File: src/design/lcdx_pkg.sv
`timescale 1ns / 1ps
package lcdx_pkg;

  typedef logic [12:0] wait_t;

  // operation codes
  localparam logic [2:0] OP_INIT      = 3'd0;
  localparam logic [2:0] OP_CLEAR     = 3'd1;
  localparam logic [2:0] OP_HOME      = 3'd2;
  localparam logic [2:0] OP_SET_CUR   = 3'd3;
  localparam logic [2:0] OP_WRITE_CHR = 3'd4;
  localparam logic [2:0] OP_BACKLIGHT = 3'd5;

  // configuration register indexes
  localparam logic [1:0] REG_ROW_COUNT    = 2'd0;
  localparam logic [1:0] REG_COLUMN_COUNT = 2'd1;
  localparam logic [1:0] REG_BL_AT_INIT   = 2'd2;

  // job kinds for the back end
  localparam logic [1:0] KIND_BYTE = 2'd0;
  localparam logic [1:0] KIND_INIT = 2'd1;
  localparam logic [1:0] KIND_BL   = 2'd2;

  // LCD commands
  localparam logic [7:0] CMD_CLEAR    = 8'h01;
  localparam logic [7:0] CMD_HOME     = 8'h02;
  localparam logic [7:0] CMD_SET_ADDR = 8'h80;

  // phase within a nibble
  localparam logic [1:0] PH_SETUP = 2'd0;
  localparam logic [1:0] PH_EHIGH = 2'd1;
  localparam logic [1:0] PH_ELOW  = 2'd2;

  localparam wait_t WAIT_EHIGH_US  = 13'd1;
  localparam wait_t WAIT_NIBBLE_US = 13'd50;
  localparam wait_t WAIT_LONG_US   = 13'd2000;
  localparam wait_t WAIT_WAKE_US   = 13'd4500;
  localparam wait_t WAIT_WAKE3_US  = 13'd150;

  localparam logic [3:0] INIT_LAST_NIB = 4'd11;

  typedef struct packed {
    logic [1:0] kind;
    logic [7:0] value;
    logic       rs;
    logic       bl;
    logic       long_wait;   // clear/home: extra hold on the final byte
  } job_t;

  function automatic logic [6:0] row_base(input logic [1:0] row);
    case (row)
      2'd0:    row_base = 7'h00;
      2'd1:    row_base = 7'h40;
      2'd2:    row_base = 7'h14;
      default: row_base = 7'h54;
    endcase
  endfunction

  // wake-up nibbles, then 0x28, 0x0C, 0x01, 0x06 split high/low
  function automatic logic [3:0] init_nibble(input logic [3:0] idx);
    case (idx)
      4'd0, 4'd1, 4'd2: init_nibble = 4'h3;
      4'd3, 4'd4:       init_nibble = 4'h2;
      4'd5:             init_nibble = 4'h8;
      4'd7:             init_nibble = 4'hC;
      4'd9:             init_nibble = 4'h1;
      4'd11:            init_nibble = 4'h6;
      default:          init_nibble = 4'h0;
    endcase
  endfunction

  function automatic wait_t init_extra(input logic [3:0] idx);
    case (idx)
      4'd0, 4'd1: init_extra = WAIT_WAKE_US;
      4'd2:       init_extra = WAIT_WAKE3_US;
      4'd9:       init_extra = WAIT_LONG_US;   // low nibble of clear
      default:    init_extra = '0;
    endcase
  endfunction

endpackage

File: src/design/lcdx_queue.sv
`timescale 1ns / 1ps
module lcdx_queue import lcdx_pkg::*; #(
  parameter int DEPTH = 2
) (
  input  logic clk,
  input  logic rst_n,
  input  logic push,
  input  job_t push_job,
  output logic full,
  input  logic pop,
  output job_t pop_job,
  output logic empty
);

  localparam int PTR_W = (DEPTH > 1) ? $clog2(DEPTH) : 1;
  localparam int CNT_W = $clog2(DEPTH + 1);
  localparam logic [PTR_W-1:0] PTR_LAST = PTR_W'(DEPTH - 1);
  localparam logic [CNT_W-1:0] CNT_FULL = CNT_W'(DEPTH);

  job_t             slot_r [DEPTH];
  logic [PTR_W-1:0] wr_ptr_r, wr_ptr_nxt;
  logic [PTR_W-1:0] rd_ptr_r, rd_ptr_nxt;
  logic [CNT_W-1:0] count_r, count_nxt;

  assign full    = (count_r == CNT_FULL);
  assign empty   = (count_r == '0);
  assign pop_job = slot_r[rd_ptr_r];

  always_comb begin
    wr_ptr_nxt = wr_ptr_r;
    rd_ptr_nxt = rd_ptr_r;
    count_nxt  = count_r;
    if (push) begin
      wr_ptr_nxt = (wr_ptr_r == PTR_LAST) ? '0 : wr_ptr_r + PTR_W'(1);
    end
    if (pop) begin
      rd_ptr_nxt = (rd_ptr_r == PTR_LAST) ? '0 : rd_ptr_r + PTR_W'(1);
    end
    if (push && !pop) begin
      count_nxt = count_r + CNT_W'(1);
    end else if (pop && !push) begin
      count_nxt = count_r - CNT_W'(1);
    end
  end

  always_ff @(posedge clk) begin
    if (!rst_n) begin
      wr_ptr_r <= '0;
      rd_ptr_r <= '0;
      count_r  <= '0;
    end else begin
      wr_ptr_r <= wr_ptr_nxt;
      rd_ptr_r <= rd_ptr_nxt;
      count_r  <= count_nxt;
    end
  end

  always_ff @(posedge clk) begin
    if (push) begin
      slot_r[wr_ptr_r] <= push_job;
    end
  end

endmodule

File: src/design/lcdx_front.sv
`timescale 1ns / 1ps
module lcdx_front import lcdx_pkg::*; (
  input  logic        clk,
  input  logic        rst_n,
  input  logic        in_tvalid,
  output logic        in_tready,
  input  logic [31:0] in_tdata,
  input  logic        cfg_valid,
  output logic        cfg_ready,
  input  logic [1:0]  cfg_index,
  input  logic [7:0]  cfg_data,
  output logic        push,
  output job_t        push_job,
  input  logic        q_full
);

  logic [2:0] row_count_r;
  logic [5:0] column_count_r;
  logic       bl_at_init_r;
  logic       backlight_on_r, backlight_on_nxt;

  logic [2:0] opcode;
  logic [7:0] data_byte;
  logic [7:0] cursor_column;
  logic [7:0] cursor_row;
  logic       accept;
  logic [2:0] rows_eff;
  logic [5:0] cols_eff;
  logic [1:0] row_clamp;
  logic [5:0] col_clamp;
  logic [7:0] addr_sum;

  assign opcode        = in_tdata[2:0];
  assign data_byte     = in_tdata[10:3];
  assign cursor_column = in_tdata[18:11];
  assign cursor_row    = in_tdata[26:19];

  assign in_tready = !q_full;
  assign accept    = in_tvalid && in_tready;
  assign cfg_ready = 1'b1;

  always_comb begin
    if (row_count_r == 3'd0) begin
      rows_eff = 3'd1;
    end else if (row_count_r > 3'd4) begin
      rows_eff = 3'd4;
    end else begin
      rows_eff = row_count_r;
    end
    cols_eff  = (column_count_r == 6'd0) ? 6'd1 : column_count_r;
    row_clamp = (cursor_row >= {5'd0, rows_eff}) ? 2'(rows_eff - 3'd1) : cursor_row[1:0];
    col_clamp = (cursor_column >= {2'd0, cols_eff}) ? cols_eff - 6'd1 : cursor_column[5:0];
    addr_sum  = {2'd0, col_clamp} + {1'b0, row_base(row_clamp)};
  end

  // classify the item into a job for the back end
  always_comb begin
    push             = accept;
    backlight_on_nxt = backlight_on_r;
    push_job.kind      = KIND_BYTE;
    push_job.value     = data_byte;
    push_job.rs        = 1'b0;
    push_job.bl        = backlight_on_r;
    push_job.long_wait = 1'b0;
    case (opcode)
      OP_INIT: begin
        push_job.kind = KIND_INIT;
        push_job.bl   = bl_at_init_r;
        if (accept) begin
          backlight_on_nxt = bl_at_init_r;
        end
      end
      OP_CLEAR: begin
        push_job.value     = CMD_CLEAR;
        push_job.long_wait = 1'b1;
      end
      OP_HOME: begin
        push_job.value     = CMD_HOME;
        push_job.long_wait = 1'b1;
      end
      OP_SET_CUR: begin
        push_job.value = CMD_SET_ADDR | addr_sum;
      end
      OP_WRITE_CHR: begin
        push_job.rs = 1'b1;
      end
      OP_BACKLIGHT: begin
        push_job.kind = KIND_BL;
        push_job.bl   = data_byte[0];
        if (accept) begin
          backlight_on_nxt = data_byte[0];
        end
      end
      default: begin
        push = 1'b0;   // unused opcodes are taken and dropped
      end
    endcase
  end

  always_ff @(posedge clk) begin
    if (!rst_n) begin
      row_count_r    <= 3'd2;
      column_count_r <= 6'd16;
      bl_at_init_r   <= 1'b1;
      backlight_on_r <= 1'b0;
    end else begin
      backlight_on_r <= backlight_on_nxt;
      if (cfg_valid && cfg_ready) begin
        case (cfg_index)
          REG_ROW_COUNT:    row_count_r    <= cfg_data[2:0];
          REG_COLUMN_COUNT: column_count_r <= cfg_data[5:0];
          REG_BL_AT_INIT:   bl_at_init_r   <= cfg_data[0];
          default: ;
        endcase
      end
    end
  end

endmodule

File: src/design/lcdx_back.sv
`timescale 1ns / 1ps
module lcdx_back import lcdx_pkg::*; (
  input  logic        clk,
  input  logic        rst_n,
  input  logic        q_empty,
  input  job_t        q_job,
  output logic        pop,
  output logic        out_tvalid,
  input  logic        out_tready,
  output logic [23:0] out_tdata,
  output logic        out_tlast
);

  logic       busy_r, busy_nxt;
  job_t       job_r, job_nxt;
  logic [3:0] nib_r, nib_nxt;
  logic [1:0] ph_r, ph_nxt;

  logic       out_valid_r;
  logic [7:0] out_byte_r;
  wait_t      out_wait_r;
  logic       out_last_r;

  logic       adv;
  logic       issue;
  logic       done;
  logic [3:0] nibble;
  logic [7:0] base_byte;
  logic [7:0] cur_byte;
  wait_t      extra;
  wait_t      cur_wait;
  logic       last_nib;
  logic       cur_last;

  assign adv   = !out_valid_r || out_tready;
  assign issue = busy_r && adv;
  assign done  = issue && cur_last;
  assign pop   = !q_empty && (!busy_r || done);

  always_comb begin
    if (job_r.kind == KIND_INIT) begin
      nibble   = init_nibble(nib_r);
      extra    = init_extra(nib_r);
      last_nib = (nib_r == INIT_LAST_NIB);
    end else begin
      nibble   = nib_r[0] ? job_r.value[3:0] : job_r.value[7:4];
      extra    = (job_r.long_wait && nib_r[0]) ? WAIT_LONG_US : '0;
      last_nib = nib_r[0];
    end
    base_byte = {nibble, job_r.bl, 2'b00, job_r.rs};
    case (ph_r)
      PH_SETUP: begin
        cur_byte = base_byte;
        cur_wait = '0;
      end
      PH_EHIGH: begin
        cur_byte = base_byte | 8'h04;
        cur_wait = WAIT_EHIGH_US;
      end
      default: begin
        cur_byte = base_byte;
        cur_wait = WAIT_NIBBLE_US + extra;
      end
    endcase
    cur_last = last_nib && (ph_r == PH_ELOW);
    // backlight-only item: one byte, no enable pulse
    if (job_r.kind == KIND_BL) begin
      cur_byte = {4'h0, job_r.bl, 3'b000};
      cur_wait = '0;
      cur_last = 1'b1;
    end
  end

  always_comb begin
    busy_nxt = busy_r;
    job_nxt  = job_r;
    nib_nxt  = nib_r;
    ph_nxt   = ph_r;
    if (issue) begin
      if (ph_r == PH_ELOW) begin
        ph_nxt  = PH_SETUP;
        nib_nxt = nib_r + 4'd1;
      end else begin
        ph_nxt = ph_r + 2'd1;
      end
      if (done) begin
        busy_nxt = 1'b0;
      end
    end
    if (pop) begin
      busy_nxt = 1'b1;
      job_nxt  = q_job;
      nib_nxt  = '0;
      ph_nxt   = PH_SETUP;
    end
  end

  always_ff @(posedge clk) begin
    if (!rst_n) begin
      busy_r      <= 1'b0;
      nib_r       <= '0;
      ph_r        <= PH_SETUP;
      out_valid_r <= 1'b0;
    end else begin
      busy_r <= busy_nxt;
      nib_r  <= nib_nxt;
      ph_r   <= ph_nxt;
      if (adv) begin
        out_valid_r <= busy_r;
      end
    end
  end

  always_ff @(posedge clk) begin
    job_r <= job_nxt;
    if (issue) begin
      out_byte_r <= cur_byte;
      out_wait_r <= cur_wait;
      out_last_r <= cur_last;
    end
  end

  assign out_tvalid = out_valid_r;
  assign out_tdata  = {3'b000, out_wait_r, out_byte_r};
  assign out_tlast  = out_last_r;

endmodule

File: src/design/char_lcd_4bit_expander_sequencer.sv
`timescale 1ns / 1ps
// Channel | Direction | Handshake              | Content
// in_     | in        | in_tvalid / in_tready  | tdata: opcode, data_byte, cursor_column, cursor_row
// out_    | out       | out_tvalid / out_tready| tdata: expander_byte, wait_after_us; tlast: last
// cfg_    | in        | cfg_valid / cfg_ready  | cfg_index selects register, cfg_data value
//
// The back-end sequencer emits one expander byte per cycle unless out_tready stalls it:
// 6 bytes for a write or command item, 36 for init, 1 for backlight, none for unused opcodes.
// A queue of QUEUE_DEPTH jobs lets the front take items while the back is busy.
// Reset (rst_n low, synchronous) empties queue and output, loads register defaults.
// out_tready low while out_tvalid is high holds the output register and stalls the sequencer in place.
module char_lcd_4bit_expander_sequencer import lcdx_pkg::*; #(
  parameter int QUEUE_DEPTH = 2
) (
  input  logic        clk,
  input  logic        rst_n,
  input  logic        in_tvalid,
  output logic        in_tready,
  input  logic [31:0] in_tdata,   // opcode[2:0], data_byte[10:3], cursor_column[18:11],
                                  // cursor_row[26:19]
  output logic        out_tvalid,
  input  logic        out_tready,
  output logic [23:0] out_tdata,  // expander_byte[7:0], wait_after_us[20:8]
  output logic        out_tlast,
  input  logic        cfg_valid,
  output logic        cfg_ready,
  input  logic [1:0]  cfg_index,
  input  logic [7:0]  cfg_data
);

  logic push;
  job_t push_job;
  logic q_full;
  logic pop;
  job_t pop_job;
  logic q_empty;

  lcdx_front u_front (
    .clk       (clk),
    .rst_n     (rst_n),
    .in_tvalid (in_tvalid),
    .in_tready (in_tready),
    .in_tdata  (in_tdata),
    .cfg_valid (cfg_valid),
    .cfg_ready (cfg_ready),
    .cfg_index (cfg_index),
    .cfg_data  (cfg_data),
    .push      (push),
    .push_job  (push_job),
    .q_full    (q_full)
  );

  lcdx_queue #(
    .DEPTH (QUEUE_DEPTH)
  ) u_queue (
    .clk      (clk),
    .rst_n    (rst_n),
    .push     (push),
    .push_job (push_job),
    .full     (q_full),
    .pop      (pop),
    .pop_job  (pop_job),
    .empty    (q_empty)
  );

  lcdx_back u_back (
    .clk        (clk),
    .rst_n      (rst_n),
    .q_empty    (q_empty),
    .q_job      (pop_job),
    .pop        (pop),
    .out_tvalid (out_tvalid),
    .out_tready (out_tready),
    .out_tdata  (out_tdata),
    .out_tlast  (out_tlast)
  );

endmodule

File: config.mk
export PLATFORM = sky130hd
export DESIGN_NAME = char_lcd_4bit_expander_sequencer
export DESIGN_NICKNAME = d
export VERILOG_FILES = /design/src/design/lcdx_pkg.sv /design/src/design/lcdx_queue.sv /design/src/design/lcdx_front.sv /design/src/design/lcdx_back.sv /design/src/design/char_lcd_4bit_expander_sequencer.sv
export SDC_FILE = /design/constraint.sdc
export NUM_CORES = 1
export LEC_CHECK = 0
export BUFFER_PORTS_ARGS = -buffer_cell sky130_fd_sc_hd__buf_4
export CAP_MARGIN = 5
export CORE_ASPECT_RATIO = 0.7
export CORE_MARGIN = 2
export CORE_UTILIZATION = 50
export CTS_BUF_LIST = sky130_fd_sc_hd__clkbuf_4
export DETAILED_ROUTE_END_ITERATION = 16
export PLACE_DENSITY = 0.73
export SYNTH_ARGS = -nofsm -noshare
export SYNTH_HDL_FRONTEND = slang
export SYNTH_SLANG_ARGS = --single-unit
File: constraint.sdc
create_clock -name clk -period 6.2 [get_ports clk]
set_input_delay 0 -clock clk [delete_from_list [all_inputs] [get_ports clk]]
set_output_delay 0 -clock clk [all_outputs]
set_load 0.005 [all_outputs]
* Yosys cells after proc, flatten, opt, wreduce, memory -nomap -nowiden
Memories as Yosys holds them, arrays and structs flattened. A register that Yosys moved wholly into a read port is not among the register bits.
Cells that the tools add are included.
** Word-level totals
- Register bits :: 45
- Output and inout bits :: 28
- Logic and storage cells :: 125
- Bits of input ports :: 47
- Memories kept :: 2
- Memory bits (read-only) :: 64
- RAM bits :: 26
** Operators by class
- Reduce and logical (&&, ||, !) cells :: 38
- Equality and inequality tests :: 20
- Magnitude comparators :: 3
- $add $sub $neg :: 10
- Bitwise logic cells :: 1
- Multiplexer cells :: 36
** Memory list
- (no name shown) :: depth 16, bits a word 4, rd ports 1, clocked after Yosys merged registers in 1, wr ports 0, RTL line lcdx_pkg.sv:61 : case (idx)
- u_queue.slot_r :: depth 2, bits a word 13, rd ports 1, clocked after Yosys merged registers in 1, wr ports 1, RTL line lcdx_queue.sv:20 : job_t slot_r [DEPTH];
** Operators with widths (count)
- one-hot mux 13 bit (3 select lines) :: 1
- one-hot mux 13 bit (2 select lines) :: 1
- one-hot mux 8 bit (3 select lines) :: 1
- one-hot mux 7 bit (3 select lines) :: 1
- 2-to-1 mux 4 bit :: 4
- 2-to-1 mux 1 bit :: 14
- adder 6 x 13 -> 13 bit, first input constant :: 1
- 2-to-1 mux 13 bit :: 1
- 2-to-1 mux 6 bit :: 2
- 2-to-1 mux 11 bit :: 1
- equality test 2 bit, second input constant :: 5
- AND reduction 2 bit :: 5
- 2-to-1 mux 3 bit :: 3
- equality test 2 x 1 -> 1 bit, second input constant :: 4
- equality test 4 bit, second input constant :: 2
- greater-or-equal comparator 8 x 3 -> 1 bit :: 1
- greater-or-equal comparator 8 x 6 -> 1 bit :: 1
- logical AND 1 bit :: 8
- logical NOT 2 bit :: 4
- 2-to-1 mux 2 bit :: 4
- nonzero test 2 bit :: 4
- adder 6 x 7 -> 7 bit :: 1
- equality test 3 x 2 -> 1 bit, second input constant :: 2
- equality test 3 bit, second input constant :: 2
- 21 further kinds :: 35

* Logic depth before layout (Yosys ltp)
- Depth after elaboration :: 10
- Mapped depth :: 17
- Mapped depth without buffers :: 16

* Modules after synthesis
Synthesis repeated with hierarchy kept, for this count alone.
** Second synthesis, totals
- Cell total of the unflattened synthesis :: 394
- Area, all modules :: 4424.2 um^2
** Modules (own cells, without submodules)
- lcdx_back :: sequential area each 1201.2 um^2, area each 2095.8 um^2, cells an instance 177, instances 1
- lcdx_front :: sequential area each 220.2 um^2, area each 1177.4 um^2, cells an instance 155, instances 1
- lcdx_queue :: sequential area each 880.8 um^2, area each 1151.1 um^2, cells an instance 62, instances 1

* Worst setup path before layout
Ideal clock, no wire load.
- Path type :: register to register
- From :: register u_front.column_count_r[2]
- To :: memory u_queue.slot_r[0][9] (netlist name), data pin
- Clock period less this slack :: 3.364 ns
- Arrival time :: 3.086 ns
- Setup time :: 0.278 ns
- Data required time :: 5.922 ns
- Cell stages (with the launch flop) :: 17
- Buffers on the path :: 1
- Slack :: 2.836 ns
- Path through :: dfxtp_1 or4_1 nor2_1 nor2_1 inv_1 ha_1 and3_1 o21ai_0 a31oi_1 or2_1 buf_2 mux2_2 ha_1 inv_1 a221oi_1 a311oi_1 o211ai_1
** RTL lines
- start: declaration :: RTL line lcdx_front.sv:18 : logic [5:0] column_count_r;
- start signal: assignment :: RTL line lcdx_front.sv:111 : REG_COLUMN_COUNT: column_count_r <= cfg_data[5:0];
- end: declaration :: RTL line lcdx_queue.sv:20

==> results_dict.tcl <==
set metrics [dict create \
    status "finished, final reports clean" \
    die_area_um2 9224 \
    yosys_warnings 0 \
    fin_tns_setup_ns 0 \
    max_clock_freq_ghz 0.2610 \
    setup.worst_path.start_class "flop" \
    first_pass_iters 5 \
    worst_slack_ns 2.369 \
    hold_path.class "in2reg" \
    cp_max_fo 12 \
    dr.first_iter.drc_count 154 \
    powerDensity_nw_per_um2 291.4 \
    rsz0062_at_grt "no" \
    startpoint "u_front.column_count_r[2]$_SDFFE_PN0P_" \
    critPathMaxStageDelay_ns 0.55 \
    fin_area_um2 5214 \
    power_frac_seq 0.536 \
    arrival_ns 4.00 \
    power.leakage_nw 2.114 \
    root_buffer "clkbuf_4" \
    ant_nets 0 \
    diodes 0 \
    ioPinCount 75 \
    cts_sinks 85 \
    slowest_stage "or4_1" \
    synth.area.top_cells "edfxtp_1 (41%), dfxtp_1 (13%), ha_1 (5.9%)" \
    switchingPower_w 0.0004726 \
    die-width_um 113.9 \
    rr_endpoint "u_queue.slot_r[1][9]$_DFFE_PP_" \
    start_util 0.5074 \
    ys_seq_area_frac 0.5395 \
    drcViolationCount 0 \
    path_clk_slew_ns 0.15 \
    grt_first_pass_wirelength_um 13880 \
    via_count 3041 \
    antenna_found_initial 0 \
    gp_congestion 0.9189 \
    final_nets 534 \
    worst_slew_pin_slew_ns 0.7657 \
    final.min_clock_period_ns 3.831 \
    hold_slack_ns 0.06041 \
    r2r-start "u_front.column_count_r[2]$_SDFFE_PN0P_" \
    wl_per_cell_um 14.86 \
    hold_depth 5 \
    setup-violations-final 0 \
    synthCells 372 \
    synth.distinct_cells 57 \
    critPathKind "reg2reg" \
    htree_levels 3 \
    layout-drive-gt1-share 0.2140 \
    cp_common_cell "nor2_1" \
    skew_ns 0.02024 \
    viasPerCell 5.270 \
    cts_buffer_depth 2 \
    required_ns 6.37 \
    synth_edf_count 58 \
    ir_drop_mv 0.1990 \
    p_comb_frac 0.273 \
    regToRegSetupSlack_ns 2.37 \
    cts_tree "built" \
    fp.coreArea_um2 8338 \
    placed_area_um2 4766 \
    hold_viol 0 \
    maxSlewViolCount 0 \
    areaGrowthSynthToFinish_pct 23.25 \
    dp_hpwl_um 6002 \
    synthFlopType "edfxtp_1" \
    yosysTopAreaCell "edfxtp_1" \
    wl_um 8576 \
    synthArstFlopShare 0 \
    swShare 0.3110 \
    synth-seq-cells 85 \
    post-place-ws_ns 2.478 \
    crit_chain "or4_1, nor2_1, nor2_1, inv_1, ha_1, and3_1, o21ai_0, a31oi_1, or2_1, mux2i_1, nor2_1, ha_1, inv_1, a221oi_1, a311oi_1, o211ai_1" \
    nFillCells 667 \
    yosysTopAreaCellShare 0.4117 \
    synth.avg_cell_area_um2 11.37 \
    cts_buffers 9 \
    min_to "u_queue.wr_ptr_r$_SDFFE_PN0P_" \
    die_y_um 80.96 \
    min_period_over_period 0.6180 \
    grt.overflow.total 0 \
    slew_headroom 0.4890 \
    intPower_w 0.001047 \
    cap_violations 0 \
    row_count 28 \
    io_buffers 62 \
    netlist_area_um2 4230 \
    grt_pass1_vias 2940 \
    grt_usage 0.1955 \
    min-delay-start "in_tvalid" \
    crit_path_end_kind "flop" \
    clkPwrFrac 0.191 \
    ff2ff_path_depth 16 \
    grt_max_degree 21 \
    clk_latency_ns 0.44 \
]
[registers in the layout (all words and copies together), names as in the netlist, named ones only]
| register | count |
|---|---|
| u_queue.slot_r | 26 |
| u_back.job_r | 11 |
| u_back.out_wait_r | 11 |
| u_back.out_byte_r | 7 |
| u_front.column_count_r | 6 |
| u_back.nib_r | 4 |
| u_front.row_count_r | 3 |
| u_back.base_byte | 2 |
| u_back.ph_r | 2 |
| u_queue.count_r | 2 |
| u_back.busy_r | 1 |
| u_back.out_tlast | 1 |
| u_back.out_tvalid | 1 |
| u_front.backlight_on_r | 1 |
| u_front.bl_at_init_r | 1 |
| u_queue.rd_ptr_r | 1 |
| u_queue.wr_ptr_r | 1 |
[cell usage after synthesis (2+ instances only)]
cell type	n
a211o_1	2
a21boi_0	2
a21o_1	2
a21oi_1	12
a31oi_1	3
and2_1	7
and3_1	9
buf_4	7
clkbuf_1	7
conb_1	2
dfxtp_1	27
edfxtp_1	58
ha_1	20
inv_1	24
mux2_2	15
mux2i_1	16
nand2_1	27
nand2_2	2
nand2b_1	5
nand3_1	2
nor2_1	23
nor2b_1	14
nor3_1	9
nor3b_1	3
nor4_1	3
o211ai_1	5
o21a_1	4
o21ai_0	14
o21ai_1	4
or3_1	4
xnor2_1	10
xor2_1	5
[area by class of cell]
type,count,area (µm²),share of cell area
clock buffer,9,67.56,0.01296
clock inverter,7,60.06,0.01152
inverter,24,90.09,0.01728
multi-input combinational,252,1789,0.3432
sequential,85,2282,0.4377
tap,105,131.4,0.02520
timing repair buffer,95,793.3,0.1521
[layout by cell type (no fill, tap or decap), types with 6 or more instances in the layout]
cell type      count
mux2_2            15
nor2_1            23
nor2b_1           14
dfxtp_1           27
inv_1             24
o21ai_0           14
mux2i_1           16
a21oi_1           12
xnor2_1           10
buf_4             63
ha_1              20
edfxtp_1          58
conb_1             6
nor3_1             9
clkbuf_4           9
and3_1             9
nand2_1           27
dlygate4sd3_1     32
and2_1             7
[repair_timing]
item | CTS | global route
buffers inserted | 0 | 0
hold endpoints to repair | 43 | 0
hold buffers | 32 | 0
gates resized for setup | 0 | 0
setup endpoints to repair | 0 | 0
[layer usage]
| layer | up-vias | global-route usage | routed length [µm] |
|---|---|---|---|
| met4 | 0 | 0.05854 | 99 |
| met3 | 10 | 0.05896 | 560 |
| met5 | - | 0 | 0 |
| met2 | 92 | 0.3101 | 3877 |
| met1 | 1422 | 0.2615 | 4039 |
| li1 | 1517 | - | - |
[worst max-delay path, delay by kind of cell, from the launching register on]
family / cells / cell delay (ns)
simple gates: 6 / 1.36
compound gates: 5 / 0.88
fa+ha+maj: 2 / 0.43
flops: 1 / 0.39
mux: 1 / 0.30
buf+inv: 2 / 0.21
[stage by stage]
stage | instances | util | total power (W)
2_1_floorplan | 376 | - | 0.001071
3_3_place_gp | 529 | 0.5716 | 0.001210
3_5_place_dp | 529 | 0.5716 | 0.001227
4_1_cts | 577 | 0.6253 | 0.001533
5_1_grt | 577 | 0.6253 | 0.001610
6_report | 577 | 0.6253 | 0.001519
[power by group through the flow]
stage | Clock [W] | Sequential [W] | Combinational, W
detailed placement | 0 | 0.000828 | 0.000399
global placement | 0 | 0.000823 | 0.000387
floorplan | 0 | 0.000806 | 0.000265
global route | 0.000324 | 0.000828 | 0.000458
CTS | 0.000303 | 0.000815 | 0.000415
finish | 0.000291 | 0.000815 | 0.000414
[how the worst max path moves through the flow]
stage	endpoint	slack [ns]	depth (start not counted)
global placement	u_queue.slot_r[0][9]$_DFFE_PP_	2.60	16
CTS	u_queue.slot_r[1][9]$_DFFE_PP_	2.42	16
global route	u_queue.slot_r[0][9]$_DFFE_PP_	2.10	16
finish	u_queue.slot_r[1][9]$_DFFE_PP_	2.37	16
detailed placement	u_queue.slot_r[1][9]$_DFFE_PP_	2.48	16
floorplan	u_queue.slot_r[0][9]$_DFFE_PP_	2.84	16
[cells by family (layout without fill, tap and decap cells)]
family	Yosys count	after routing	synth area share
simple gates	116	116	0.1446
flops	85	85	0.5395
compound gates	64	64	0.1050
buf+inv	39	135	0.04111
mux	31	31	0.07779
fa+ha+maj	20	20	0.05915
xor+xnor	15	15	0.03105
other cells	2	6	0.001775
Note: power is estimated with default switching activity, not from simulation.
